===== src/rtl/tpnf_pkg.sv =====
// Shared constants, types and helper functions of the neighbor fill core.
`timescale 1ns / 1ps
package tpnf_pkg;

  localparam int MAX_WIDTH   = 2048;
  localparam int QUEUE_DEPTH = 4;
  localparam int QPTR_W      = $clog2(QUEUE_DEPTH);
  localparam int QCNT_W      = $clog2(QUEUE_DEPTH + 1);
  // history must span two rows plus the window corners plus what is in flight
  localparam int MEM_AW      = $clog2(2 * MAX_WIDTH + 4 + QUEUE_DEPTH + 4);
  localparam int COL_W       = $clog2(MAX_WIDTH);
  localparam int WEFF_W      = $clog2(MAX_WIDTH + 1);
  localparam int DIFF_W      = $clog2(MAX_WIDTH + 3);
  localparam int ROW_W       = 16;
  localparam int SUM_W       = 11;
  localparam int CNT_W       = 4;

  localparam logic [2:0] REG_RED_SHIFT    = 3'd0;
  localparam logic [2:0] REG_GREEN_SHIFT  = 3'd1;
  localparam logic [2:0] REG_BLUE_SHIFT   = 3'd2;
  localparam logic [2:0] REG_ALPHA_SHIFT  = 3'd3;
  localparam logic [2:0] REG_TRANS_MODE   = 3'd4;
  localparam logic [2:0] REG_BITFIELDS    = 3'd5;
  localparam logic [2:0] REG_IMAGE_WIDTH  = 3'd6;
  localparam logic [2:0] REG_IMAGE_HEIGHT = 3'd7;

  localparam logic [1:0] TMODE_KEEP  = 2'd0;
  localparam logic [1:0] TMODE_BLACK = 2'd1;
  localparam logic [1:0] TMODE_AVG   = 2'd2;

  localparam logic CMD_PIXEL = 1'b0;
  localparam logic CMD_FLUSH = 1'b1;

  typedef struct packed {
    logic [4:0]  red_shift;
    logic [4:0]  green_shift;
    logic [4:0]  blue_shift;
    logic [4:0]  alpha_shift;
    logic [1:0]  transparency_mode;
    logic        bitfields_mode;
    logic [11:0] image_width;
    logic [15:0] image_height;
  } cfg_t;

  typedef struct packed {
    logic [MEM_AW-1:0] addr;
    logic [COL_W-1:0]  col;
    logic [ROW_W-1:0]  row;
    logic              eor;
    logic              eof;
  } job_t;

  typedef struct packed {
    logic              en;
    logic [MEM_AW-1:0] addr;
    logic [31:0]       data;
  } mem_wr_t;

  function automatic logic [WEFF_W-1:0] width_eff(input logic [11:0] w);
    if (w == 12'd0) return WEFF_W'(1);
    else if (32'(w) > 32'(MAX_WIDTH)) return WEFF_W'(MAX_WIDTH);
    else return WEFF_W'(w);
  endfunction

  function automatic logic [ROW_W-1:0] height_eff(input logic [15:0] h);
    return (h == 16'd0) ? ROW_W'(1) : h;
  endfunction

endpackage


===== src/rtl/tpnf_queue.sv =====
// Small job queue between the front and the back of the neighbor fill core.
`timescale 1ns / 1ps
module tpnf_queue import tpnf_pkg::*; (
  input  logic clk,
  input  logic rst_n,
  input  logic push,
  input  job_t push_job,
  output logic full,
  input  logic pop,
  output logic avail,
  output job_t pop_job
);

  job_t               slots_r [QUEUE_DEPTH];
  logic [QPTR_W-1:0]  wr_ptr_r, wr_ptr_nxt;
  logic [QPTR_W-1:0]  rd_ptr_r, rd_ptr_nxt;
  logic [QCNT_W-1:0]  count_r, count_nxt;

  assign full    = (count_r == QCNT_W'(QUEUE_DEPTH));
  assign avail   = (count_r != '0);
  assign pop_job = slots_r[rd_ptr_r];

  always_comb begin
    wr_ptr_nxt = push ? wr_ptr_r + 1'b1 : wr_ptr_r;
    rd_ptr_nxt = pop ? rd_ptr_r + 1'b1 : rd_ptr_r;
    count_nxt  = count_r + QCNT_W'(push) - QCNT_W'(pop);
  end

  always_ff @(posedge clk) begin
    if (!rst_n) begin
      wr_ptr_r <= '0;
      rd_ptr_r <= '0;
      count_r  <= '0;
    end else begin
      wr_ptr_r <= wr_ptr_nxt;
      rd_ptr_r <= rd_ptr_nxt;
      count_r  <= count_nxt;
    end
  end

  always_ff @(posedge clk) begin
    if (push) begin
      slots_r[wr_ptr_r] <= push_job;
    end
  end

endmodule


===== config.mk =====
export PLATFORM = sky130hd
export DESIGN_NAME = tpnf_queue
export DESIGN_NICKNAME = d
export VERILOG_FILES = /design/src/rtl/tpnf_pkg.sv /design/src/rtl/tpnf_queue.sv
export SDC_FILE = /design/constraint.sdc
export NUM_CORES = 1
export LEC_CHECK = 0
export ABC_AREA = 0
export BUFFER_PORTS_ARGS = -buffer_cell sky130_fd_sc_hd__buf_2
export CAP_MARGIN = 30
export CORE_AREA = 2 2 111 113
export CTS_CLUSTER_DIAMETER = 150
export CTS_CLUSTER_SIZE = 16
export DETAILED_ROUTE_END_ITERATION = 8
export DIE_AREA = 0 0 113 115
export GPL_TIMING_DRIVEN = 0
export PLACE_DENSITY = 0.77
export SLEW_MARGIN = 25
export SYNTH_ARGS = -nofsm -noshare
export SYNTH_HDL_FRONTEND = slang
export SYNTH_SLANG_ARGS = --single-unit

===== constraint.sdc =====
create_clock -name clk -period 2.6 [get_ports clk]
set_input_delay 0.13 -clock clk [delete_from_list [all_inputs] [get_ports clk]]
set_output_delay 0.13 -clock clk [all_outputs]
set_load 0.05 [all_outputs]

# Word level (Yosys, flattened, before mapping)
# Memory sizes are Yosys's and may differ from the RTL's. A register that Yosys moved wholly into a read port is not among the register bits.
# Cells that the tools add are included.
# op_classes
add_sub_neg	4
eq_ne	1
n_mux	4
n_reduce_logical	1
# ops
op	count
2-bit by 1-bit adder with 2-bit output (second input constant)	2
2-bit 2-to-1 mux	2
3-bit by 1-bit adder with 3-bit output	1
3-bit == test (second input constant)	1
3-bit nonzero test	1
3-bit by 1-bit subtractor with 3-bit output	1
1-bit 2-to-1 mux	2
# totals
reg_bits	7
ram_bits	168
input_bits	46
out_inout_bits	44
wordCells	14
n_memories	1
# mem_list
memory	depth	word_bits	read_ports	rd_ports_with_merged_regs	wr	line	rtl
slots_r	4	42	1	1	1	tpnf_queue.sv:14	job_t slots_r [QUEUE_DEPTH];

# Logic depth before layout (Yosys ltp)
# depth
depth_word	3
mapped_depth	7
mapped_depth_nobuf	7

# Least setup slack after synthesis
# Ideal clock, no wire load.
# synth_path
kind	reg2reg
from	reg wr_ptr_r[0]
to	mem slots_r[2][0] (netlist name) (enable)
setup_ns	0.403
arrival_time_ns	1.555
t_required_ns	2.197
slack_ns	0.641
stages_incl_launch_ff	4
path_buffers	0
synth_period_minus_slack_ns	1.959
path_cell_list	dfxtp_1 -> inv_1 -> ha_1 -> and2_1
# synth_rtl
element	line	rtl
from (decl)	tpnf_queue.sv:15	logic [QPTR_W-1:0] wr_ptr_r, wr_ptr_nxt;
from (signal assigned)	tpnf_queue.sv:35	wr_ptr_r <= wr_ptr_nxt;
to (decl)	tpnf_queue.sv:14	
# Straight into the memory's write port.

==> summary.md <==
Floorplan
* top-level I/O count: 90
* core area: 11800 um^2
* placement row count: 40
* chip width: 113 um
* effective utilization at floorplan: 0.555
* vertical extent of the die: 115 um
* total die area: 13000 um^2

Critical path
* Critical R2R Launch: count_r[0]
* Critical Setup Path Class: reg -> out
* Crit path top cell by count: buf_2
* Max stage delay on crit path: 0.37 ns
* ordered cell list for the critical path: clkbuf_1 > buf_2 > mux4_2 > buf_2
* register-to-register path setup slack: 0.80 ns
* Worst R2R Path Depth: 7
* Crit. path cell count: 4
* CP top delay family: buffers and inverters
* element type at the critical path start: register
* Crit-path slowest cell: mux4_2
* reg-to-reg critical path endpoint: count_r[2]
* required time of the critical path: 2.47 ns
* endpoint class of the critical path: primary output
* CP Buf/Inv Count: 3
* CP Data Arrival Time: 1.89 ns
* Worst Path Max Fanout: 10
* worst setup path endpoint: pop_job[1]

CTS
* clock sinks: 177
* maximum buffer depth of the clock tree: 2
* insertion delay of the later-clocked pin in the worst-skew pair: 0.43 ns
* cts repair resizes: 0
* Clk pin slew, worst setup/hold paths: 0.06 ns
* number of setup buffers added after CTS: 0
* maximum level of the CTS H-tree: 4
* clock buffers created by TritonCTS: 17
* TritonCTS clock tree: built
* cell at the root of the clock tree: clkbuf_16

Final layout
* share of layout cells above drive strength 1: 0.407
* Layout Utilization: 0.700
* fill cell count: 731
* area delta synth->final: 26.1%
* most common cell after layout, fill and taps aside: edfxtp_1
* final net count: 467
* highest-count cells in the layout ignoring fill and taps: edfxtp_1 (168), buf_2 (93), dlygate4sd3_1 (43)
* Inserted Diodes: 0

Power
* Cell Pwr Density: 855 nW/um^2
* cell leakage power: 2.90 nW
* largest vdd supply drop: 0.000560 V

Global route
* initial antenna violation count: 0
* total global-route track usage: 0.186
* wire length of the first global-routing pass: 17200 um
* via count of the first global-routing pass: 3306
* sum of overflow across all layers after global routing: 0
* largest net degree at the start of global routing: 43

Drt
* wire length reported by the detailed router: 11200 um
* via count: 3074
* DRC violation count after routing: 10
* vias per cell: 5.36
* violation count after the first detailed-route iteration: 314
* first drt pass iteration count: 7
* post-DR wirelength/cell: 19.6 um
* antenna-violating nets left: 0

Logic synthesis
* top post-synthesis cells by area: edfxtp_1 (77%), mux4_2 (14%), dfxtp_1 (2.7%)
* synthesized netlist cell count: 263
* sequential element share of the synthesized area: 0.797
* #FFs+latches synth: 177
* area leader, netlist: edfxtp_1
* synthesized area per cell: 24.9 um^2
* syn_nets: 316
* number of synthesis warnings: 0
* area share of the leading cell type in the synthesized netlist: 0.769
* library cells used by synthesis: 21
* cell area after technology mapping: 6560 um^2

Job
* Max Cap Viol: 0

STA
* unrepaired setup endpoints after global routing: false
* Max-Slew Margin vs Limit: 0.538
* final setup fails: 0
* Pins Over Slew Limit: 0
* period utilisation layout: 0.777
* Fmax achieved: 495 MHz
* worst slew pin tran: 0.693 ns
* setup TNS: 0 ns
* hold violation count in the final report: 0
* minimum period implied by the final worst setup slack: 2.02 ns
* Clock Skew: 0.0170 ns

Outcome
* run status: finished with violations
* violations in the final reports: DRC

Placement
* Port Buf Inserts: 89
* placed wire-length estimate: 6140 um
* Routability Congestion: 0.640

Hold path
* class of the tightest hold or removal check: in -> reg

Yosys cell counts (all sizes together):
cell	n
xnor2	2
mux2i	1
fa	1
clkbuf	1
and3	1
xor3	1
a21bo	1
a21oi	1
nand3b	1
mux4	42
nor2	5
edfxtp	168
or3	1
and2	6
inv	7
ha	6
buf	9
dfxtp	9
stage by stage:
stage,setup slack (ns),cell area [um^2],power [mW],instances,hold WS (ns)
after floorplan,0.641,6560,4.12,263,0.229
after global placement,-0.119,7190,4.34,499,0.340
after detailed placement,0.818,7200,4.37,499,0.349
after CTS,0.516,8270,7.13,574,0.0551
after global routing,0.440,8270,7.32,574,0.0714
final,0.579,8270,7.07,574,0.0627
state kept, by name, indices dropped and copies added (netlist names), named ones only:
| signal | cells |
|---|---|
| slots_r | 168 |
| count_r | 3 |
| rd_ptr_r | 2 |
| wr_ptr_r | 2 |
worst min-delay path by stage:
stage,cells past startpoint,startpoint,end
2_1_floorplan,0,push_job[0],slots_r[0][0]
3_3_place_gp,1,push_job[13],slots_r[0][13]
3_5_place_dp,1,push_job[33],slots_r[1][33]
4_1_cts,3,push,wr_ptr_r[1]
5_1_grt,3,pop,rd_ptr_r[1]
6_report,3,push,wr_ptr_r[1]
cells by family (layout without fill, tap and decap cells):
family                     count (synthesis)  in the layout  share of synthesized area
AOI/OAI and AO/OA                          2              2                    0.00229
and+or+nand+nor                           14             14                     0.0116
xor gates and xnor gates                   3              3                    0.00630
DFF                                      177            177                      0.797
adders and majority gates                  7              7                     0.0145
buffers and inverters                     17            181                     0.0216
muxes                                     43             43                      0.147
final cells by class:
class | count | area [um^2] | area share
plain buffers | 10 | 115 | 0.0139
inverters | 7 | 26.3 | 0.00318
repair buffers | 132 | 876 | 0.106
clock buffers | 17 | 425 | 0.0514
well taps | 147 | 184 | 0.0222
clock inverters | 15 | 216 | 0.0262
flip-flops and latches | 177 | 5230 | 0.632
multi-input cells | 69 | 1200 | 0.145
report_power, final:
part           internal, mW  leakage [nW]  switching (mW)
clock network          1.70         0.302            1.02
registers              3.28          1.62          0.0411
logic                 0.366         0.977           0.671
total                  5.34          2.90            1.73
metal layers:
| layer | vias to the layer above | track usage | routed length [um] |
|---|---|---|---|
| li1 | 1407 | - | - |
| met1 | 1558 | 0.223 | 4660 |
| met2 | 98 | 0.319 | 5820 |
| met3 | 11 | 0.0538 | 628 |
| met4 | 0 | 0.0780 | 125 |
| met5 | - | 0 | 0 |
repair_timing:
item | in CTS | in global routing
hold endpoints to repair | 170 | 0
hold buffers | 43 | 0
setup endpoints to repair | 0 | 0
tightest hold or removal path, stage by stage:
cell and delay, ns:
buf_2 0.17, mux2i_1 0.09, nor2_1 0.07
(Power assumes the default switching activity.)
