### config.mk
export PLATFORM = sky130hd
export DESIGN_NAME = tpnf_front
export DESIGN_NICKNAME = d
export VERILOG_FILES = /design/src/rtl/tpnf_pkg.sv /design/src/rtl/tpnf_front.sv
export SDC_FILE = /design/constraint.sdc
export NUM_CORES = 1
export LEC_CHECK = 0
export ABC_AREA = 1
export BUFFER_PORTS_ARGS = -buffer_cell sky130_fd_sc_hd__buf_2
export CAP_MARGIN = 20
export CORE_UTILIZATION = 45
export DETAILED_ROUTE_END_ITERATION = 16
export GPL_ROUTABILITY_DRIVEN = 0
export PLACE_DENSITY = 0.68
export SYNTH_ARGS = -nofsm -noshare
export SYNTH_HDL_FRONTEND = slang
export SYNTH_SLANG_ARGS = --single-unit
### constraint.sdc
create_clock -name clk -period 5.7 [get_ports clk]
set_clock_uncertainty 0.2 [all_clocks]
set_input_delay 0.855 -clock clk [delete_from_list [all_inputs] [get_ports clk]]
set_output_delay 0.855 -clock clk [all_outputs]
set_load 0.1 [all_outputs]
### src/rtl/tpnf_pkg.sv
// Shared constants, types and helper functions of the neighbor fill core.
`timescale 1ns / 1ps
package tpnf_pkg;

  localparam int MAX_WIDTH   = 2048;
  localparam int QUEUE_DEPTH = 4;
  localparam int QPTR_W      = $clog2(QUEUE_DEPTH);
  localparam int QCNT_W      = $clog2(QUEUE_DEPTH + 1);
  // history must span two rows plus the window corners plus what is in flight
  localparam int MEM_AW      = $clog2(2 * MAX_WIDTH + 4 + QUEUE_DEPTH + 4);
  localparam int COL_W       = $clog2(MAX_WIDTH);
  localparam int WEFF_W      = $clog2(MAX_WIDTH + 1);
  localparam int DIFF_W      = $clog2(MAX_WIDTH + 3);
  localparam int ROW_W       = 16;
  localparam int SUM_W       = 11;
  localparam int CNT_W       = 4;

  localparam logic [2:0] REG_RED_SHIFT    = 3'd0;
  localparam logic [2:0] REG_GREEN_SHIFT  = 3'd1;
  localparam logic [2:0] REG_BLUE_SHIFT   = 3'd2;
  localparam logic [2:0] REG_ALPHA_SHIFT  = 3'd3;
  localparam logic [2:0] REG_TRANS_MODE   = 3'd4;
  localparam logic [2:0] REG_BITFIELDS    = 3'd5;
  localparam logic [2:0] REG_IMAGE_WIDTH  = 3'd6;
  localparam logic [2:0] REG_IMAGE_HEIGHT = 3'd7;

  localparam logic [1:0] TMODE_KEEP  = 2'd0;
  localparam logic [1:0] TMODE_BLACK = 2'd1;
  localparam logic [1:0] TMODE_AVG   = 2'd2;

  localparam logic CMD_PIXEL = 1'b0;
  localparam logic CMD_FLUSH = 1'b1;

  typedef struct packed {
    logic [4:0]  red_shift;
    logic [4:0]  green_shift;
    logic [4:0]  blue_shift;
    logic [4:0]  alpha_shift;
    logic [1:0]  transparency_mode;
    logic        bitfields_mode;
    logic [11:0] image_width;
    logic [15:0] image_height;
  } cfg_t;

  typedef struct packed {
    logic [MEM_AW-1:0] addr;
    logic [COL_W-1:0]  col;
    logic [ROW_W-1:0]  row;
    logic              eor;
    logic              eof;
  } job_t;

  typedef struct packed {
    logic              en;
    logic [MEM_AW-1:0] addr;
    logic [31:0]       data;
  } mem_wr_t;

  function automatic logic [WEFF_W-1:0] width_eff(input logic [11:0] w);
    if (w == 12'd0) return WEFF_W'(1);
    else if (32'(w) > 32'(MAX_WIDTH)) return WEFF_W'(MAX_WIDTH);
    else return WEFF_W'(w);
  endfunction

  function automatic logic [ROW_W-1:0] height_eff(input logic [15:0] h);
    return (h == 16'd0) ? ROW_W'(1) : h;
  endfunction

endpackage

### src/rtl/tpnf_front.sv
// Front end: accept beats, store pixels, track positions and issue output jobs.
`timescale 1ns / 1ps
module tpnf_front import tpnf_pkg::*; (
  input  logic        clk,
  input  logic        rst_n,
  input  cfg_t        cfg,
  input  logic        restart,
  input  logic        in_acc,
  input  logic        in_cmd,
  input  logic [31:0] in_pixel,
  output mem_wr_t     mem_wr,
  output logic        job_push,
  output job_t        job
);

  logic [WEFF_W-1:0] w;
  logic [ROW_W-1:0]  h;

  logic [COL_W-1:0]  in_col_r, in_col_nxt;
  logic [ROW_W-1:0]  in_row_r, in_row_nxt;
  logic              in_done_r, in_done_nxt;
  logic [MEM_AW-1:0] in_addr_r, in_addr_nxt;
  logic [COL_W-1:0]  out_col_r, out_col_nxt;
  logic [ROW_W-1:0]  out_row_r, out_row_nxt;
  logic [MEM_AW-1:0] out_addr_r, out_addr_nxt;
  logic [DIFF_W-1:0] diff_r, diff_nxt, diff_inc;

  logic store, release_job, in_last_col, out_last_col, out_last_row;

  assign w = width_eff(cfg.image_width);
  assign h = height_eff(cfg.image_height);

  always_comb begin
    store        = in_acc && (in_cmd == CMD_PIXEL) && !in_done_r;
    in_last_col  = (WEFF_W'(in_col_r) + 1'b1) == w;
    out_last_col = (WEFF_W'(out_col_r) + 1'b1) == w;
    out_last_row = (out_row_r == h - 1'b1);

    in_col_nxt   = in_col_r;
    in_row_nxt   = in_row_r;
    in_done_nxt  = in_done_r;
    in_addr_nxt  = in_addr_r;
    out_col_nxt  = out_col_r;
    out_row_nxt  = out_row_r;
    out_addr_nxt = out_addr_r;
    diff_inc     = diff_r + DIFF_W'(store);

    if (store) begin
      in_addr_nxt = in_addr_r + 1'b1;
      if (in_last_col) begin
        in_col_nxt = '0;
        if (in_row_r == h - 1'b1) begin
          in_done_nxt = 1'b1;
        end else begin
          in_row_nxt = in_row_r + 1'b1;
        end
      end else begin
        in_col_nxt = in_col_r + 1'b1;
      end
    end

    // release once the lower-right neighbor is in, or when the frame is complete
    release_job = in_acc && (diff_inc != '0) &&
                  (in_done_nxt || (diff_inc >= DIFF_W'(w) + DIFF_W'(2)));

    diff_nxt = diff_inc;
    if (release_job) begin
      out_addr_nxt = out_addr_r + 1'b1;
      diff_nxt     = diff_inc - 1'b1;
      if (out_last_col && out_last_row) begin
        in_col_nxt  = '0;
        in_row_nxt  = '0;
        in_done_nxt = 1'b0;
        out_col_nxt = '0;
        out_row_nxt = '0;
        diff_nxt    = '0;
      end else if (out_last_col) begin
        out_col_nxt = '0;
        out_row_nxt = out_row_r + 1'b1;
      end else begin
        out_col_nxt = out_col_r + 1'b1;
      end
    end

    // geometry change drops the frame in progress; the new frame starts at the
    // next free history slot
    if (restart) begin
      in_col_nxt   = '0;
      in_row_nxt   = '0;
      in_done_nxt  = 1'b0;
      out_col_nxt  = '0;
      out_row_nxt  = '0;
      out_addr_nxt = in_addr_nxt;
      diff_nxt     = '0;
    end
  end

  assign mem_wr.en   = store;
  assign mem_wr.addr = in_addr_r;
  assign mem_wr.data = in_pixel;

  assign job_push = release_job;
  assign job.addr = out_addr_r;
  assign job.col  = out_col_r;
  assign job.row  = out_row_r;
  assign job.eor  = out_last_col;
  assign job.eof  = out_last_col && out_last_row;

  always_ff @(posedge clk) begin
    if (!rst_n) begin
      in_col_r   <= '0;
      in_row_r   <= '0;
      in_done_r  <= 1'b0;
      in_addr_r  <= '0;
      out_col_r  <= '0;
      out_row_r  <= '0;
      out_addr_r <= '0;
      diff_r     <= '0;
    end else begin
      in_col_r   <= in_col_nxt;
      in_row_r   <= in_row_nxt;
      in_done_r  <= in_done_nxt;
      in_addr_r  <= in_addr_nxt;
      out_col_r  <= out_col_nxt;
      out_row_r  <= out_row_nxt;
      out_addr_r <= out_addr_nxt;
      diff_r     <= diff_nxt;
    end
  end

endmodule

# Word level (Yosys, flattened, before mapping)
# Cells that the tools add are included.
[classes]
n_addsub = 12
magnitude_cmp = 2
n_eq_ne = 4
n_mux = 26
n_bitwise = 2
reduce_logical = 14
[ops]
columns = ["cell", "n"]
rows = [
  ["16-bit two-way mux", 8],
  ["11-bit two-way mux", 6],
  ["12-bit two-way mux", 4],
  ["13-bit two-way mux", 3],
  ["16-bit by 1-bit adder with 16-bit output (second input constant)", 2],
  ["16-bit equality test", 2],
  ["13-bit by 1-bit adder with 13-bit output (second input constant)", 2],
  ["11-bit by 1-bit adder with 12-bit output (second input constant)", 2],
  ["12-bit equality test", 2],
  ["11-bit by 1-bit adder with 11-bit output (second input constant)", 2],
  ["16-bit zero test", 1],
  ["16-bit by 1-bit subtractor with 16-bit output (second input constant)", 1],
  ["12-bit by 1-bit adder with 12-bit output", 1],
  ["12-bit by 2-bit adder with 12-bit output (second input constant)", 1],
  ["12-bit greater-or-equal comparator", 1],
  ["12-bit greater-than comparator (second input constant)", 1],
  ["12-bit zero test", 1],
  ["12-bit nonzero test", 1],
  ["12-bit by 1-bit subtractor with 12-bit output (second input constant)", 1],
  ["1-bit logical AND", 5],
  ["1-bit two-way mux", 5],
  ["2-bit nonzero test", 2],
  ["1-bit NOT", 2],
  ["2-bit AND reduction", 1],
  ["3 further kinds", 3],
]
[word_totals]
regBits = 93
input_bits = 88
output_inout_bits = 89

# Logic depth before layout (Yosys ltp)
[depth]
ltp_word = 11
ltp_mapped = 33
mapped_depth_nobuf = 30

# Least setup slack after synthesis
# Ideal clock, no wire load.
[synth_path]
path_kind = "input to output"
start = "input cfg[6] (netlist bit)"
end = "output job[0] (netlist bit)"
arrival_ns = 4.862
setup_slack_ns = -0.217
cell_stages = 19
n_path_buf = 1
cell_sequence = "nor2_1 > nand2_2 > nor2_1 > nand2_2 > buf_6 > nand2_1 > inv_1 > ha_1 > nand2_2 > nor2_4 > nand2_1 > nand2_1 > nand2_1 > nor2_1 > or2_1 > nor3_1 > and3_1 > nand3b_1 > nor3_1"
[synth_lines]
columns = ["element", "line_no", "rtl"]
rows = [
  ["from (decl)", "tpnf_front.sv:6", "input cfg_t cfg,"],
  ["to (decl)", "tpnf_front.sv:13", "output job_t job"],
]

# Worst setup path in the final report
[layout_path]
start = "input cfg[22] (netlist bit)"
end = "output job_push"
[layout_via]
elab_chain_cells = 8
elab_cells_between_ends = 11
[layout_lines]
columns = ["element", "line_no", "rtl"]
rows = [
  ["12-bit greater-than comparator", "tpnf_pkg.sv:61", "else if (32'(w) > 32'(MAX_WIDTH)) return WEFF_W'(MAX_WIDTH);"],
  ["12-bit two-way mux", "tpnf_pkg.sv:61", ""],
  ["12-bit two-way mux (*)", "tpnf_pkg.sv:60", "if (w == 12'd0) return WEFF_W'(1);"],
  ["branches (longest 3 deep; another with 12-bit by 2-bit adder with 12-bit output)", "--", ""],
  ["1-bit logical OR (*)", "tpnf_front.sv:64", "(in_done_nxt || (diff_inc >= DIFF_W'(w) + DIFF_W'(2)));"],
  ["1-bit logical AND (*)", "tpnf_front.sv:63", "release_job = in_acc && (diff_inc != '0) &&"],
  ["to (decl)", "tpnf_front.sv:12", "output logic job_push,"],
]
# Mark *: on every way between the ends.

==> results.yml <==
logic_synthesis:
  avg_synthesized_cell_area_um2: 6.04
  post-synth-top-area-cell: "sky130_fd_sc_hd__dfxtp_1"
  yosys.cell_count.top_type: "sky130_fd_sc_hd__nand2_1"
  synth-seq-area-share_pct: 23.1
  yosys_warnings: 0
  postSynthNetCount: 1449
  netlist_top_cells_count: "342 x sky130_fd_sc_hd__nand2_1, 209 x sky130_fd_sc_hd__nor2_1, 155 x sky130_fd_sc_hd__inv_1"
  yosys_most_used_dff: "sky130_fd_sc_hd__dfxtp_1"
  yosys_register_bits: 93
  syn-cell-area_um2: 8080
  synth_edf_count: 0
  ys_top_cells_by_area: "sky130_fd_sc_hd__dfxtp_1 23%, sky130_fd_sc_hd__nand2_1 16%, sky130_fd_sc_hd__nor2_1 9.7%"
  synth_cells: 1338
  netlist-cell-type-count: 45
  netlist.area_leader.share_pct: 23.1
  postSynth.asyncResetShare_pct: 0
cts:
  clkLatencyLatePin_ns: 0.36
  cts_made_buffers: 9
  worst_setup_hold_path_clk_slew_ns: 0.07
  clock_tree.htree_level_count: 3
  clockBufferDepth: 2
  clock_tree_from_tritoncts: "built"
  cts-root-buf: "sky130_fd_sc_hd__clkbuf_16"
  clock_sinks: 93
sta:
  rsz0062_at_grt: "no"
  timing.slew.headroom_pct: 48.7
  setup_tns_ns: 0
  timing_worst_slew_pin_value_ns: 0.765
  final_hold_viol_count: 0
  maxClockFrequency_mhz: 189
  timing.final.setup_violations: 0
  final.min_clock_period_ns: 5.30
  maxSlewViolCount: 0
  post_route_fraction_of_the_period_consumed_by_the_critical_path_pct: 93.0
critical_path:
  critPathLaunch: "cfg[22]"
  critPathMaxStageDelay_ns: 0.30
  cp-start-kind: "input port"
  r2r.worst_path.cells: 27
  cp.required_ns: 4.64
  timing.setup.critical_path_class: "in2out"
  worstReg2RegEnd: "out_addr_r[8]$_SDFFE_PN0P_"
  endpoint_kind: "primary output"
  reg2reg_setup_slack_ns: 1.26
  reg2reg_from: "in_done_r$_SDFF_PP0_"
  critical_path.slowest_cell: "sky130_fd_sc_hd__ha_1"
  crit_path_max_fanout: 23
  critical_path.most_common_cell: "sky130_fd_sc_hd__nand2_1"
  critical_path_arrival_ns: 4.25
min_path:
  min_from: "in_col_r[1]$_SDFF_PP0_"
  worstHoldEndpoint: "in_col_r[1]$_SDFF_PP0_"
  min-delay-path-class: "reg2reg"
  holdPathStages: 2
floorplanning:
  start_util_pct: 46.4
  fp.coreArea_um2: 17400
  die-height_um: 136
  design.portCount: 177
  die_w_um: 136
  die_area_um2: 18500
  placementRows: 48
global_routing:
  pin_count_of_the_biggest_net_entering_global_routing: 39
  grt.total_usage_pct: 24.4
  grt_pass1_wl_um: 36000
  vias_in_the_first_global_route: 7331
  initial_antenna_violation_count: 1
  grt-ovfl-total: 0
cells_and_area:
  final_area_um2: 8800
  final_core_util_pct: 50.5
  final_net_count: 1496
  drive_gt1_share_pct: 11.4
  non_filler_instance_count_after_layout: 1616
  areaGrowthSynthToFinish_pct: 9.00
placed_design:
  dp.cells: 1599
  place_hpwl_um: 17200
  port_buffers: 89
  placedInstanceArea_um2: 8470
power_and_ir_drop:
  leak_nw: 3.98
  power_per_cell_area_nw_per_um2: 176
  ir_worst_vdd_v: 0.000155
run_status:
  outcome: "finished clean"
drt:
  drt_pass1_iterations: 6
  drt_iter0_markers: 822
  wl_per_cell_um: 13.6
  post_route_wl_um: 22000
  drc: 0
  vias: 8329
  drt.antenna.violating_nets: 0
  routed_via_density: 5.15
job:
  max_cap_violations: 0
## per-layer routing
layer / global-route usage [%] / part of all wire (%) / vias up
li1: - / - / 4319
met1: 34.7 / 49 / 3733
met2: 37.5 / 43 / 252
met3: 4.40 / 6.4 / 25
met4: 6.42 / 1.4 / 0
met5: 0 / 0 / -
## through the flow
| stage | setup slack [ns] | hold slack, ns | power [mW] |
|---|---|---|---|
| 2_1_floorplan | 0.634 | 0.257 | 0.932 |
| 3_3_place_gp | 0.418 | 0.279 | 0.881 |
| 3_5_place_dp | 0.339 | 0.285 | 0.883 |
| 4_1_cts | 0.318 | 0.295 | 1.56 |
| 5_1_grt | 0.0310 | 0.339 | 1.60 |
| 6_report | 0.399 | 0.294 | 1.55 |
## cell type report
type	count	area, um2
Sequential cell	93	1860
Clock buffer	10	229
Clock inverter	6	93.8
Timing Repair Buffer	102	546
Tap cell	225	282
Fill cell	1845	8610
Multi-Input combinational cell	1012	5160
Antenna cell	1	2.50
Inverter	167	628
## power by group
group	switching, mW	internal (mW)	leakage, nW
Combinational	0.151	0.0636	3.08
Sequential	0.00424	0.653	0.750
Clock	0.286	0.389	0.154
Total	0.442	1.11	3.98
## kinds of logic (layout without fill, tap and decap cells)
group | count (synthesis) | in the layout | synth area share (%)
xor gates and xnor gates | 89 | 89 | 9.65
AOI/OAI and AO/OA | 95 | 95 | 6.46
buffers and inverters | 233 | 285 | 13.2
muxes | 2 | 2 | 0.248
other | 0 | 1 | 0
DFF | 93 | 93 | 23.1
adders and majority gates | 23 | 23 | 3.56
and+or+nand+nor | 803 | 803 | 43.8
## worst max-delay path, delay by kind of cell
| kind | cells | cell delay (ns) |
|---|---|---|
| AO/OA/AOI/OAI | 1 | 0.17 |
| XOR/XNOR | 1 | 0.16 |
| adder cells (fa/ha/maj) | 2 | 0.47 |
| buffers and inverters | 6 | 0.76 |
| AND/OR/NAND/NOR | 19 | 1.83 |
## cell usage in the layout (no fill, tap or decap), drive strengths merged
cell / count
a211oi: 2
a21boi: 1
a21oi: 57
and2: 3
and3: 5
buf: 101
bufinv: 2
clkbuf: 11
clkinv: 6
clkinvlp: 1
dfxtp: 93
diode: 1
ha: 23
inv: 164
mux2i: 2
nand2: 353
nand3: 116
nand3b: 12
nand4: 46
nor2: 220
nor2b: 1
nor3: 39
nor4: 3
nor4b: 1
o21a: 1
o21ai: 30
o21bai: 1
o22ai: 1
o31ai: 2
or2: 4
xnor2: 17
xor2: 72
## registers in the layout, summed over array words and instances (netlist names)
signal,count
in_row_r,16
out_row_r,16
in_addr_r,13
out_addr_r,13
diff_r,12
in_col_r,11
out_col_r,11
in_done_r,1
## what timing repair did
action                     in CTS  in global routing
resized for setup               0                  2
setup endpoints to repair       0                  1
hold buffers                    0                  0
setup buffers                   0                  0
## worst max path at each step
stage | end | slack (ns) | cells past startpoint
after global routing | job_push | 0.03 | 29
after CTS | job_push | 0.32 | 29
after global placement | job_push | 0.42 | 29
final | job_push | 0.40 | 29
after detailed placement | job_push | 0.34 | 29
after floorplan | job[0] | 0.63 | 19
No activity file was read; power rests on OpenSTA's default activity.
